File: src/rtl/core/abkf_pkg.sv
// ----------------------------------------------------------------------------
// abkf_pkg: shared types, constants and microcode for the angle/bias filter
// Payload structs, register map, control word layout and the sequencer program.
// ----------------------------------------------------------------------------
package abkf_pkg;

	// payload of one request on each channel
	typedef struct packed {
		logic signed [31:0] measured_angle;
		logic signed [31:0] gyro_rate;
		logic        [15:0] time_step;
	} in_item_t;

	typedef struct packed {
		logic signed [31:0] filtered_angle;
		logic signed [31:0] bias_estimate;
	} out_item_t;

	// register map, word index
	localparam logic [1:0] REG_PNA = 2'd0;
	localparam logic [1:0] REG_PNB = 2'd1;
	localparam logic [1:0] REG_MN  = 2'd2;

	localparam logic [30:0] PNA_RESET = 31'd16777;
	localparam logic [30:0] PNB_RESET = 31'd50332;
	localparam logic [30:0] MN_RESET  = 31'd503316;

	// gain limits, signed q1.30
	localparam logic signed [31:0] GAIN_MAX = 32'sh7fff_ffff;
	localparam logic signed [31:0] GAIN_MIN = 32'sh8000_0000;

	// sequencer
	localparam int PC_W = 5;

	typedef enum logic [2:0] {
		SEQ_NEXT     = 3'd0,
		SEQ_WAIT_IN  = 3'd1,
		SEQ_WAIT_DIV = 3'd2,
		SEQ_EMIT     = 3'd3,
		SEQ_RESTART  = 3'd4
	} seq_t;

	typedef enum logic [2:0] {
		MA_T0  = 3'd0,
		MA_CBB = 3'd1,
		MA_PNB = 3'd2,
		MA_K0  = 3'd3,
		MA_K1  = 3'd4
	} mul_a_t;

	typedef enum logic [1:0] {
		MB_DT  = 2'd0,
		MB_T1  = 2'd1,
		MB_CAA = 2'd2,
		MB_CAB = 2'd3
	} mul_b_t;

	typedef enum logic [3:0] {
		A_ZERO = 4'd0,
		A_ANG  = 4'd1,
		A_BIA  = 4'd2,
		A_CAA  = 4'd3,
		A_CAB  = 4'd4,
		A_CBA  = 4'd5,
		A_CBB  = 4'd6,
		A_T0   = 4'd7,
		A_T1   = 4'd8,
		A_RATE = 4'd9,
		A_MEAS = 4'd10
	} alu_a_t;

	typedef enum logic [3:0] {
		B_ANG = 4'd0,
		B_BIA = 4'd1,
		B_CAB = 4'd2,
		B_CBA = 4'd3,
		B_T1  = 4'd4,
		B_PNA = 4'd5,
		B_MN  = 4'd6,
		B_P16 = 4'd7,
		B_P30 = 4'd8
	} alu_b_t;

	typedef enum logic [1:0] {
		SAT_NONE = 2'd0,
		SAT_DATA = 2'd1,
		SAT_WORD = 2'd2
	} sat_t;

	typedef enum logic [2:0] {
		D_T0  = 3'd0,
		D_T1  = 3'd1,
		D_ANG = 3'd2,
		D_BIA = 3'd3,
		D_CAA = 3'd4,
		D_CAB = 3'd5,
		D_CBA = 3'd6,
		D_CBB = 3'd7
	} dst_t;

	typedef struct packed {
		seq_t   seq;
		logic   mul_en;
		mul_a_t mul_a;
		mul_b_t mul_b;
		logic   alu_en;
		alu_a_t alu_a;
		alu_b_t alu_b;
		logic   neg;
		sat_t   sat;
		dst_t   dst;
		logic   div_start;
	} ucode_t;

	localparam ucode_t UW_NOP = '{
		seq: SEQ_NEXT, mul_en: 1'b0, mul_a: MA_T0, mul_b: MB_DT,
		alu_en: 1'b0, alu_a: A_ZERO, alu_b: B_ANG, neg: 1'b0,
		sat: SAT_NONE, dst: D_T0, div_start: 1'b0
	};

	// control word builders
	function automatic ucode_t uw_ctl(input seq_t s);
		ucode_t w;
		w = UW_NOP;
		w.seq = s;
		return w;
	endfunction

	function automatic ucode_t uw_mul(input mul_a_t a, input mul_b_t b);
		ucode_t w;
		w = UW_NOP;
		w.mul_en = 1'b1;
		w.mul_a = a;
		w.mul_b = b;
		return w;
	endfunction

	function automatic ucode_t uw_alu(input dst_t d, input alu_a_t a, input alu_b_t b,
			input logic n, input sat_t s);
		ucode_t w;
		w = UW_NOP;
		w.alu_en = 1'b1;
		w.dst = d;
		w.alu_a = a;
		w.alu_b = b;
		w.neg = n;
		w.sat = s;
		return w;
	endfunction

	function automatic ucode_t uw_alu_div(input dst_t d, input alu_a_t a, input alu_b_t b,
			input logic n, input sat_t s);
		ucode_t w;
		w = uw_alu(d, a, b, n, s);
		w.div_start = 1'b1;
		return w;
	endfunction

	// filter program: predict, gain, correct, emit
	function automatic ucode_t ucode_at(input logic [PC_W-1:0] pc);
		ucode_t w;
		case (pc)
			5'd0:  w = uw_ctl(SEQ_WAIT_IN);
			// rate minus bias, then angle advance
			5'd1:  w = uw_alu(D_T0, A_RATE, B_BIA, 1'b1, SAT_DATA);
			5'd2:  w = uw_mul(MA_T0, MB_DT);
			5'd3:  w = uw_alu(D_ANG, A_ANG, B_P16, 1'b0, SAT_DATA);
			// t11 = dt * cov_bb
			5'd4:  w = uw_mul(MA_CBB, MB_DT);
			5'd5:  w = uw_alu(D_T1, A_ZERO, B_P16, 1'b0, SAT_WORD);
			// t11 - cov_ab - cov_ba + angle noise
			5'd6:  w = uw_alu(D_T0, A_T1, B_CAB, 1'b1, SAT_NONE);
			5'd7:  w = uw_alu(D_T0, A_T0, B_CBA, 1'b1, SAT_NONE);
			5'd8:  w = uw_alu(D_T0, A_T0, B_PNA, 1'b0, SAT_NONE);
			5'd9:  w = uw_mul(MA_T0, MB_DT);
			5'd10: w = uw_alu(D_CAA, A_CAA, B_P16, 1'b0, SAT_WORD);
			5'd11: w = uw_alu(D_CAB, A_CAB, B_T1, 1'b1, SAT_WORD);
			5'd12: w = uw_alu(D_CBA, A_CBA, B_T1, 1'b1, SAT_WORD);
			5'd13: w = uw_mul(MA_PNB, MB_DT);
			5'd14: w = uw_alu(D_CBB, A_CBB, B_P16, 1'b0, SAT_WORD);
			// innovation variance, innovation, gain division
			5'd15: w = uw_alu(D_T0, A_CAA, B_MN, 1'b0, SAT_NONE);
			5'd16: w = uw_alu_div(D_T1, A_MEAS, B_ANG, 1'b1, SAT_WORD);
			5'd17: w = uw_ctl(SEQ_WAIT_DIV);
			// state correction
			5'd18: w = uw_mul(MA_K0, MB_T1);
			5'd19: w = uw_alu(D_ANG, A_ANG, B_P30, 1'b0, SAT_DATA);
			5'd20: w = uw_mul(MA_K1, MB_T1);
			5'd21: w = uw_alu(D_BIA, A_BIA, B_P30, 1'b0, SAT_DATA);
			// covariance shrink, old cov_aa and cov_ab read before overwrite
			5'd22: w = uw_mul(MA_K1, MB_CAA);
			5'd23: w = uw_alu(D_CBA, A_CBA, B_P30, 1'b1, SAT_WORD);
			5'd24: w = uw_mul(MA_K1, MB_CAB);
			5'd25: w = uw_alu(D_CBB, A_CBB, B_P30, 1'b1, SAT_WORD);
			5'd26: w = uw_mul(MA_K0, MB_CAB);
			5'd27: w = uw_alu(D_CAB, A_CAB, B_P30, 1'b1, SAT_WORD);
			5'd28: w = uw_mul(MA_K0, MB_CAA);
			5'd29: w = uw_alu(D_CAA, A_CAA, B_P30, 1'b1, SAT_WORD);
			5'd30: w = uw_ctl(SEQ_EMIT);
			default: w = uw_ctl(SEQ_RESTART);
		endcase
		return w;
	endfunction

endpackage

File: src/rtl/core/abkf_div.sv
// ----------------------------------------------------------------------------
// abkf_div: two-lane radix-2 gain divider
// Computes (num * 2^30) / den for two numerators over one shared divisor,
// truncated toward zero and saturated to signed q1.30.
// ----------------------------------------------------------------------------
module abkf_div (
	input  logic               clk,
	input  logic               arst_n,
	input  logic               start,
	input  logic signed [33:0] divisor,
	input  logic signed [31:0] numer0,
	input  logic signed [31:0] numer1,
	output logic               busy,
	output logic signed [31:0] gain0,
	output logic signed [31:0] gain1
);

	localparam int LANES = 2;

	logic              busy_q;
	logic [4:0]        cnt_q;
	logic              zero_q;
	logic [31:0]       dvs_q;
	logic [31:0]       rem_q [LANES];
	logic [31:0]       quo_q [LANES];
	logic              neg_q [LANES];
	logic              ovf_q [LANES];
	logic signed [31:0] numer [LANES];
	logic [31:0]       mag   [LANES];
	logic [31:0]       rem0  [LANES];
	logic [32:0]       trial [LANES];
	logic              ge    [LANES];
	logic signed [31:0] gain [LANES];

	assign numer[0] = numer0;
	assign numer[1] = numer1;

	// operand magnitude, initial partial remainder and one restoring step
	always_comb begin
		for (int i = 0; i < LANES; i++) begin
			mag[i]   = numer[i][31] ? (~numer[i] + 32'd1) : numer[i];
			rem0[i]  = {2'b00, mag[i][31:2]};
			trial[i] = {rem_q[i], quo_q[i][31]};
			ge[i]    = trial[i] >= {1'b0, dvs_q};
		end
	end

	// iteration control
	always_ff @(posedge clk or negedge arst_n) begin
		if (!arst_n) begin
			busy_q <= 1'b0;
			cnt_q  <= '0;
		end else if (start) begin
			busy_q <= 1'b1;
			cnt_q  <= '0;
		end else if (busy_q) begin
			cnt_q <= cnt_q + 5'd1;
			if (cnt_q == 5'd31) begin
				busy_q <= 1'b0;
			end
		end
	end

	// per-lane remainder and quotient shift
	always_ff @(posedge clk) begin
		if (start) begin
			zero_q <= divisor[33] || (divisor == '0);
			dvs_q  <= divisor[31:0];
			for (int i = 0; i < LANES; i++) begin
				neg_q[i] <= numer[i][31];
				ovf_q[i] <= rem0[i] >= divisor[31:0];
				rem_q[i] <= rem0[i];
				quo_q[i] <= {mag[i][1:0], 30'd0};
			end
		end else if (busy_q) begin
			for (int i = 0; i < LANES; i++) begin
				rem_q[i] <= ge[i] ? 32'(trial[i] - {1'b0, dvs_q}) : trial[i][31:0];
				quo_q[i] <= {quo_q[i][30:0], ge[i]};
			end
		end
	end

	// sign and saturation of the quotient
	always_comb begin
		for (int i = 0; i < LANES; i++) begin
			if (zero_q) begin
				gain[i] = '0;
			end else if (!neg_q[i]) begin
				gain[i] = (ovf_q[i] || quo_q[i][31]) ? abkf_pkg::GAIN_MAX : quo_q[i];
			end else if (ovf_q[i] || (quo_q[i] > 32'h8000_0000)) begin
				gain[i] = abkf_pkg::GAIN_MIN;
			end else begin
				gain[i] = ~quo_q[i] + 32'd1;
			end
		end
	end

	assign busy  = busy_q;
	assign gain0 = gain[0];
	assign gain1 = gain[1];

endmodule

File: src/rtl/core/angle_bias_kalman_filter_top.sv
// ----------------------------------------------------------------------------
// angle_bias_kalman_filter_top: two-state angle / gyro-bias kalman filter
// Microcoded datapath with one shared multiplier, one saturating adder and an
// iterative gain divider, fusing accelerometer angle and gyro rate per sample.
// ----------------------------------------------------------------------------
// Usage:
//   Input channel (in_valid / in_stall / in_data) takes one sample request:
//   measured angle and gyro rate in signed q16.16, time step in q0.16 seconds.
//   Output channel (out_valid / out_stall / out_data) returns one request per
//   sample with the filtered angle and the bias estimate, both saturated q16.16.
//   The apb port sets the two process noise terms and the measurement noise
//   (q8.24) at byte addresses 0, 4 and 8; write them only while idle.
// Sequencing:
//   Samples are handled one at a time: a new sample is taken only at the top
//   of the program, once the previous result has left it. The sequencer runs
//   all products through one multiplier, and the radix-2 divider forms both
//   gains in parallel while the program waits for it.
// Reset and flow control:
//   Reset clears the angle, bias and covariance and restores the default noise
//   registers. A stalled result stays in the output register; the next sample
//   is still accepted and computed, and waits at the end of its program until
//   the output register frees up.
// ----------------------------------------------------------------------------
module angle_bias_kalman_filter_top #(
	parameter int DATA_WIDTH = 32
) (
	input  logic                clk,
	input  logic                arst_n,
	// configuration
	input  logic                psel,
	input  logic                penable,
	input  logic                pwrite,
	input  logic [3:0]          paddr,
	input  logic [31:0]         pwdata,
	output logic [31:0]         prdata,
	output logic                pready,
	// sample requests
	input  logic                in_valid,
	output logic                in_stall,
	input  abkf_pkg::in_item_t  in_data,
	// result requests
	output logic                out_valid,
	input  logic                out_stall,
	output abkf_pkg::out_item_t out_data
);

	// multiplier a port, alu width, multiplier b port, product width
	localparam int AMW = (DATA_WIDTH > 35) ? DATA_WIDTH : 35;
	localparam int AW  = AMW + 2;
	localparam int BW  = 33;
	localparam int PW  = AMW + BW;

	localparam logic signed [AW-1:0] SAT_D_MAX = {{(AW-DATA_WIDTH+1){1'b0}}, {(DATA_WIDTH-1){1'b1}}};
	localparam logic signed [AW-1:0] SAT_D_MIN = {{(AW-DATA_WIDTH+1){1'b1}}, {(DATA_WIDTH-1){1'b0}}};
	localparam logic signed [AW-1:0] SAT_W_MAX = {{(AW-31){1'b0}}, {31{1'b1}}};
	localparam logic signed [AW-1:0] SAT_W_MIN = {{(AW-31){1'b1}}, {31{1'b0}}};

	// sequencer step
	localparam logic [abkf_pkg::PC_W-1:0] PC_ONE = {{(abkf_pkg::PC_W-1){1'b0}}, 1'b1};

	// configuration registers
	logic [30:0] pna_q;
	logic [30:0] pnb_q;
	logic [30:0] mn_q;

	// sequencer
	logic [abkf_pkg::PC_W-1:0] pc_q;
	abkf_pkg::ucode_t          uw;

	// sample and state
	logic signed [31:0]           meas_q;
	logic signed [31:0]           rate_q;
	logic        [15:0]           dt_q;
	logic signed [DATA_WIDTH-1:0] ang_q;
	logic signed [DATA_WIDTH-1:0] bia_q;
	logic signed [31:0]           caa_q;
	logic signed [31:0]           cab_q;
	logic signed [31:0]           cba_q;
	logic signed [31:0]           cbb_q;
	logic signed [AMW-1:0]        t0_q;
	logic signed [31:0]           t1_q;
	logic signed [PW-1:0]         prod_q;

	// datapath nets
	logic signed [AMW-1:0] mul_a;
	logic signed [BW-1:0]  mul_b;
	logic signed [AW-1:0]  alu_a;
	logic signed [AW-1:0]  alu_b;
	logic                  rnd;
	logic signed [AW-1:0]  sum;
	logic signed [AW-1:0]  res;

	// divider
	logic               div_busy;
	logic signed [31:0] k0;
	logic signed [31:0] k1;

	// handshakes
	logic                cfg_we;
	logic                in_acc;
	logic                emit;
	logic                out_valid_q;
	abkf_pkg::out_item_t out_q;
	logic signed [AW-1:0] ang_ext;
	logic signed [AW-1:0] bia_ext;
	logic signed [AW-1:0] ang_sat;
	logic signed [AW-1:0] bia_sat;

	assign uw = abkf_pkg::ucode_at(pc_q);

	// apb register file, zero wait states
	assign pready = 1'b1;
	assign cfg_we = psel && penable && pwrite;

	always_ff @(posedge clk or negedge arst_n) begin
		if (!arst_n) begin
			pna_q <= abkf_pkg::PNA_RESET;
			pnb_q <= abkf_pkg::PNB_RESET;
			mn_q  <= abkf_pkg::MN_RESET;
		end else if (cfg_we) begin
			unique case (paddr[3:2])
				abkf_pkg::REG_PNA: pna_q <= pwdata[30:0];
				abkf_pkg::REG_PNB: pnb_q <= pwdata[30:0];
				abkf_pkg::REG_MN:  mn_q  <= pwdata[30:0];
				default: ;
			endcase
		end
	end

	always_comb begin
		unique case (paddr[3:2])
			abkf_pkg::REG_PNA: prdata = {1'b0, pna_q};
			abkf_pkg::REG_PNB: prdata = {1'b0, pnb_q};
			abkf_pkg::REG_MN:  prdata = {1'b0, mn_q};
			default:           prdata = '0;
		endcase
	end

	// input handshake, open only at the top of the program
	assign in_stall = (uw.seq != abkf_pkg::SEQ_WAIT_IN);
	assign in_acc   = in_valid && !in_stall;

	// result leaves the program once the output register is free
	assign emit = (uw.seq == abkf_pkg::SEQ_EMIT) && (!out_valid_q || !out_stall);

	// step counter with conditional holds and return to start
	always_ff @(posedge clk or negedge arst_n) begin
		if (!arst_n) begin
			pc_q <= '0;
		end else begin
			unique case (uw.seq)
				abkf_pkg::SEQ_NEXT:     pc_q <= pc_q + PC_ONE;
				abkf_pkg::SEQ_WAIT_IN:  if (in_acc) pc_q <= pc_q + PC_ONE;
				abkf_pkg::SEQ_WAIT_DIV: if (!div_busy) pc_q <= pc_q + PC_ONE;
				abkf_pkg::SEQ_EMIT:     if (emit) pc_q <= '0;
				abkf_pkg::SEQ_RESTART:  pc_q <= '0;
				default:                pc_q <= '0;
			endcase
		end
	end

	// sample capture
	always_ff @(posedge clk) begin
		if (in_acc) begin
			meas_q <= in_data.measured_angle;
			rate_q <= in_data.gyro_rate;
			dt_q   <= in_data.time_step;
		end
	end

	// multiplier operand select
	always_comb begin
		case (uw.mul_a)
			abkf_pkg::MA_T0:  mul_a = t0_q;
			abkf_pkg::MA_CBB: mul_a = AMW'(cbb_q);
			abkf_pkg::MA_PNB: mul_a = AMW'({1'b0, pnb_q});
			abkf_pkg::MA_K0:  mul_a = AMW'(k0);
			abkf_pkg::MA_K1:  mul_a = AMW'(k1);
			default:          mul_a = '0;
		endcase
		case (uw.mul_b)
			abkf_pkg::MB_DT:  mul_b = BW'({1'b0, dt_q});
			abkf_pkg::MB_T1:  mul_b = BW'(t1_q);
			abkf_pkg::MB_CAA: mul_b = BW'(caa_q);
			abkf_pkg::MB_CAB: mul_b = BW'(cab_q);
			default:          mul_b = '0;
		endcase
	end

	// shared multiplier, product registered
	always_ff @(posedge clk) begin
		if (uw.mul_en) begin
			prod_q <= PW'(mul_a) * PW'(mul_b);
		end
	end

	// adder operand select; product taps carry their rounding bit
	always_comb begin
		rnd = 1'b0;
		case (uw.alu_a)
			abkf_pkg::A_ZERO: alu_a = '0;
			abkf_pkg::A_ANG:  alu_a = AW'(ang_q);
			abkf_pkg::A_BIA:  alu_a = AW'(bia_q);
			abkf_pkg::A_CAA:  alu_a = AW'(caa_q);
			abkf_pkg::A_CAB:  alu_a = AW'(cab_q);
			abkf_pkg::A_CBA:  alu_a = AW'(cba_q);
			abkf_pkg::A_CBB:  alu_a = AW'(cbb_q);
			abkf_pkg::A_T0:   alu_a = AW'(t0_q);
			abkf_pkg::A_T1:   alu_a = AW'(t1_q);
			abkf_pkg::A_RATE: alu_a = AW'(rate_q);
			abkf_pkg::A_MEAS: alu_a = AW'(meas_q);
			default:          alu_a = '0;
		endcase
		case (uw.alu_b)
			abkf_pkg::B_ANG: alu_b = AW'(ang_q);
			abkf_pkg::B_BIA: alu_b = AW'(bia_q);
			abkf_pkg::B_CAB: alu_b = AW'(cab_q);
			abkf_pkg::B_CBA: alu_b = AW'(cba_q);
			abkf_pkg::B_T1:  alu_b = AW'(t1_q);
			abkf_pkg::B_PNA: alu_b = AW'({1'b0, pna_q});
			abkf_pkg::B_MN:  alu_b = AW'({1'b0, mn_q});
			abkf_pkg::B_P16: begin
				alu_b = AW'(prod_q >>> 16);
				rnd   = prod_q[15];
			end
			abkf_pkg::B_P30: begin
				alu_b = AW'(prod_q >>> 30);
				rnd   = prod_q[29];
			end
			default:         alu_b = '0;
		endcase
	end

	// add or subtract with rounding folded into the carry, then saturate as selected
	always_comb begin
		if (uw.neg) begin
			sum = alu_a + ~alu_b + AW'(!rnd);
		end else begin
			sum = alu_a + alu_b + AW'(rnd);
		end
		case (uw.sat)
			abkf_pkg::SAT_DATA:
				res = (sum > SAT_D_MAX) ? SAT_D_MAX : ((sum < SAT_D_MIN) ? SAT_D_MIN : sum);
			abkf_pkg::SAT_WORD:
				res = (sum > SAT_W_MAX) ? SAT_W_MAX : ((sum < SAT_W_MIN) ? SAT_W_MIN : sum);
			default:
				res = sum;
		endcase
	end

	// filter state, cleared at reset
	always_ff @(posedge clk or negedge arst_n) begin
		if (!arst_n) begin
			ang_q <= '0;
			bia_q <= '0;
			caa_q <= '0;
			cab_q <= '0;
			cba_q <= '0;
			cbb_q <= '0;
		end else if (uw.alu_en) begin
			case (uw.dst)
				abkf_pkg::D_ANG: ang_q <= res[DATA_WIDTH-1:0];
				abkf_pkg::D_BIA: bia_q <= res[DATA_WIDTH-1:0];
				abkf_pkg::D_CAA: caa_q <= res[31:0];
				abkf_pkg::D_CAB: cab_q <= res[31:0];
				abkf_pkg::D_CBA: cba_q <= res[31:0];
				abkf_pkg::D_CBB: cbb_q <= res[31:0];
				default: ;
			endcase
		end
	end

	// scratch registers
	always_ff @(posedge clk) begin
		if (uw.alu_en) begin
			case (uw.dst)
				abkf_pkg::D_T0: t0_q <= res[AMW-1:0];
				abkf_pkg::D_T1: t1_q <= res[31:0];
				default: ;
			endcase
		end
	end

	// kalman gains from cov_aa and cov_ba over the innovation variance
	abkf_div u_div (
		.clk     (clk),
		.arst_n  (arst_n),
		.start   (uw.div_start),
		.divisor (t0_q[33:0]),
		.numer0  (caa_q),
		.numer1  (cba_q),
		.busy    (div_busy),
		.gain0   (k0),
		.gain1   (k1)
	);

	// result clamp to the 32-bit output format
	always_comb begin
		ang_ext = AW'(ang_q);
		bia_ext = AW'(bia_q);
		ang_sat = (ang_ext > SAT_W_MAX) ? SAT_W_MAX :
			((ang_ext < SAT_W_MIN) ? SAT_W_MIN : ang_ext);
		bia_sat = (bia_ext > SAT_W_MAX) ? SAT_W_MAX :
			((bia_ext < SAT_W_MIN) ? SAT_W_MIN : bia_ext);
	end

	// output register
	always_ff @(posedge clk or negedge arst_n) begin
		if (!arst_n) begin
			out_valid_q <= 1'b0;
		end else if (emit) begin
			out_valid_q <= 1'b1;
		end else if (!out_stall) begin
			out_valid_q <= 1'b0;
		end
	end

	always_ff @(posedge clk) begin
		if (emit) begin
			out_q.filtered_angle <= ang_sat[31:0];
			out_q.bias_estimate  <= bia_sat[31:0];
		end
	end

	assign out_valid = out_valid_q;
	assign out_data  = out_q;

endmodule

File: config.mk
export PLATFORM = sky130hd
export DESIGN_NAME = angle_bias_kalman_filter_top
export DESIGN_NICKNAME = d
export VERILOG_FILES = /design/src/rtl/core/abkf_pkg.sv /design/src/rtl/core/abkf_div.sv /design/src/rtl/core/angle_bias_kalman_filter_top.sv
export SDC_FILE = /design/constraint.sdc
export NUM_CORES = 2
export LEC_CHECK = 0
export BUFFER_PORTS_ARGS = -buffer_cell sky130_fd_sc_hd__buf_4
export CAP_MARGIN = 20
export CORE_ASPECT_RATIO = 0.7
export CORE_UTILIZATION = 40
export CTS_CLUSTER_SIZE = 30
export DETAILED_ROUTE_END_ITERATION = 16
export PLACE_DENSITY = 0.55
export REMOVE_ABC_BUFFERS = 1
export SETUP_SLACK_MARGIN = 0.4
export SLEW_MARGIN = 20
export SYNTH_ARGS = -nofsm -noshare
export SYNTH_HDL_FRONTEND = slang
export SYNTH_HIERARCHICAL = 1
export SYNTH_SLANG_ARGS = --single-unit
File: constraint.sdc
create_clock -name clk -period 19.45 [get_ports clk]
set_clock_uncertainty 0.1 [all_clocks]
set_input_delay 0 -clock clk [delete_from_list [all_inputs] [get_ports clk]]
set_output_delay 0 -clock clk [all_outputs]
set_load 0.02 [all_outputs]
==> qor.yml <==
critPathBufInv: 6
grt_usage: 0.332
ys_ff_latch: 725
synth_edf_count: 428
overflow: 0
worstSetupStartpointType: "register"
fin_crit_ns: 14.47
rsz0062_at_grt: "false"
clkLatencyLatePin_ns: 0.73
ys_types: 102
vias: 71600
hpwlAfterDp_um: 267000
gp_routability_congestion: 1.03
ys_dominant_reg_cell: "edfxtp_1"
avgSynthCellArea_um2: 9.43
cts_setup_buffers: 0
finalHoldViolations: 0
synth-async-reset-ratio: 0.410
crit_top_cell: "fa_1"
syn_area_mm2: 0.0845
synth-seq-area-share: 0.240
row_count: 140
first_pass_iters: 9
yosys.area.top_type: "fa_1"
drive_gt1_frac: 0.109
grt_antenna_before_repair: 26
drc: 0
first_iter_violations: 10100
maxCapViolCount: 0
setup_viol: 0
fin_crit_sh: 0.744
final_nets: 10900
cpMaxStageDelayCell: "a21oi_1"
synth_cells: 8954
start_util: 0.404
cts_made_buffers: 81
fmax_mhz: 69.1
dieArea_mm2: 0.213
tns_ns: 0
final_cells: 12000
wirelength_um: 355000
port-buffer-count: 216
maxSlewHeadroom: 0.112
slew_viol_final: 0
die_h_um: 386
dp_cells: 11600
via_per_inst: 5.96
worstPathMaxFanout: 30
placed_cell_area_mm2: 0.0898
cts_tree: "done"
crit_arrival_ns: 14.80
grt_pass1_vias: 70200
h-tree-depth: 3
grt_max_degree: 137
clk_path_buf_depth: 3
netlist_top_cells_count: "inv_1, fa_1, nand2_1, nor2_1, clkbuf_1"
cp.required_ns: 19.78
postLayoutCoreUtil: 0.453
hold_path.class: "in -> reg"
tightest_slew_ns: 1.32
clock_sinks: 725
root_buffer: "clkbuf_16"
coreArea_mm2: 0.209
cp_top_family: "compound AO/OA/AOI/OAI gates"
synth.top_cell.area_share: 0.285
clk_pin_slew_ns: 0.07
ys_warn_count: 6
area_growth_pct: 12.1
synth.most_common_cell: "inv_1"
final_cell_area_mm2: 0.0947
pin_count: 222
slowest_delay_ns: 0.88
wire_per_inst_um: 29.6
crit_path_end_kind: "register"
dieWidth_um: 551
postRouteAntennaNets: 0
critPathKind: "reg -> reg"
grt_pass1_wl_um: 506000
n_fill_cell: 20000
synth_area_leaders: "fa_1, edfxtp_1, dfrtp_1"
outcome: "complete, no violations"
registers in the layout (all words and copies together) (netlist names), 32 cells and up:
register / count
out_data: 64
u_div/quo_q: 64
u_div/rem_q: 64
prod_q: 52
t0_q: 35
ang_q: 32
bia_q: 32
caa_q: 32
cab_q: 32
cba_q: 32
cbb_q: 32
meas_q: 32
rate_q: 32
t1_q: 32
u_div/dvs_q: 32
stage by stage:
stage / setup slack, ns / hold slack, ns
floorplan: 4.44 / -0.396
global placement: 5.79 / 0.0157
detailed placement: 5.79 / 0.0216
CTS: 5.71 / 0.000324
global route: 4.68 / 0.0137
finish: 4.98 / 0.0261
worst paths after layout:
path	start	to	slack, ns	cells after the start
max	u_div/quo_q[0][0]$_SDFFCE_PN0P_	prod_q[60]$_DFFE_PP_	4.98	40
min	pwdata[11]	pnb_q[11]$_DFFE_PN0P_	0.03	3
max reg2reg	u_div/quo_q[0][0]$_SDFFCE_PN0P_	prod_q[60]$_DFFE_PP_	4.98	40
min reg2reg	ang_q[13]$_DFFE_PN0P_	out_data[45]$_SDFFCE_PN1P_	0.42	0
max in group asynchronous	arst_n	pc_q[4]$_DFFE_PN0P_	17.03	5
min in group asynchronous	arst_n	pna_q[0]$_DFFE_PN1P_	0.40	3
metal layers:
metal | global-route usage | up-vias | share of wire
met2 | 0.451 | 4528 | 0.39
li1 | - | 29800 | -
met5 | 0 | - | 0.00021
met4 | 0.124 | 10 | 0.045
met3 | 0.124 | 730 | 0.14
met1 | 0.475 | 36500 | 0.42
cell families (layout without fill, tap and decap cells):
group           count (synthesis)  after routing  synth area share
simple gates                 2584           2584             0.133
buf+inv                      1934           2195            0.0864
fa+ha+maj                    1625           1625             0.348
compound gates               1467           1467             0.118
flops                         725            725             0.240
mux                           403            403            0.0520
xor+xnor                      214            214            0.0222
other cells                     2             16         0.0000889
repair_timing:
action,in CTS,in global routing
gates resized for setup,0,0
hold endpoints to repair,331,0
hold buffers,216,0
worst reg2reg max path, delay by kind of cell, from the launching register on:
| kind | cells | cell delay (ns) |
|---|---|---|
| adders and majority gates | 10 | 4.05 |
| buffers and inverters | 6 | 1.14 |
| DFF | 1 | 0.49 |
| AOI/OAI and AO/OA | 13 | 4.85 |
| and+or+nand+nor | 10 | 3.41 |
| xor gates and xnor gates | 1 | 0.12 |
layout by cell type (no fill, tap or decap), types with 83 or more instances in the layout:
cell,Yosys,routed
clkbuf_16,0,83
inv_1,1404,1404
fa_1,1203,1203
nand3_1,96,96
a21oi_1,370,364
and2_1,96,96
nor2_1,973,951
o21ai_0,262,258
xnor2_1,152,152
buf_4,5,412
dfrtp_1,275,273
dlygate4sd3_1,0,215
edfxtp_1,428,428
a21o_1,119,119
mux2i_1,154,147
ha_1,422,422
mux2_2,245,245
nand2_1,991,990
layout make-up:
class / instances / area (µm²) / area share
diodes: 14 / 35.0 / 0.000370
clock buffers: 114 / 2270 / 0.0240
clock inverters: 38 / 355 / 0.00375
inverters: 1410 / 5290 / 0.0559
multi-input cells: 6295 / 57600 / 0.608
flip-flops and latches: 725 / 20300 / 0.215
well taps: 2769 / 3460 / 0.0366
repair buffers: 633 / 5340 / 0.0564
Power is left out: the tool's default activity adds up to more than one toggle a clock period on the data nets, which glitch-free logic cannot reach.
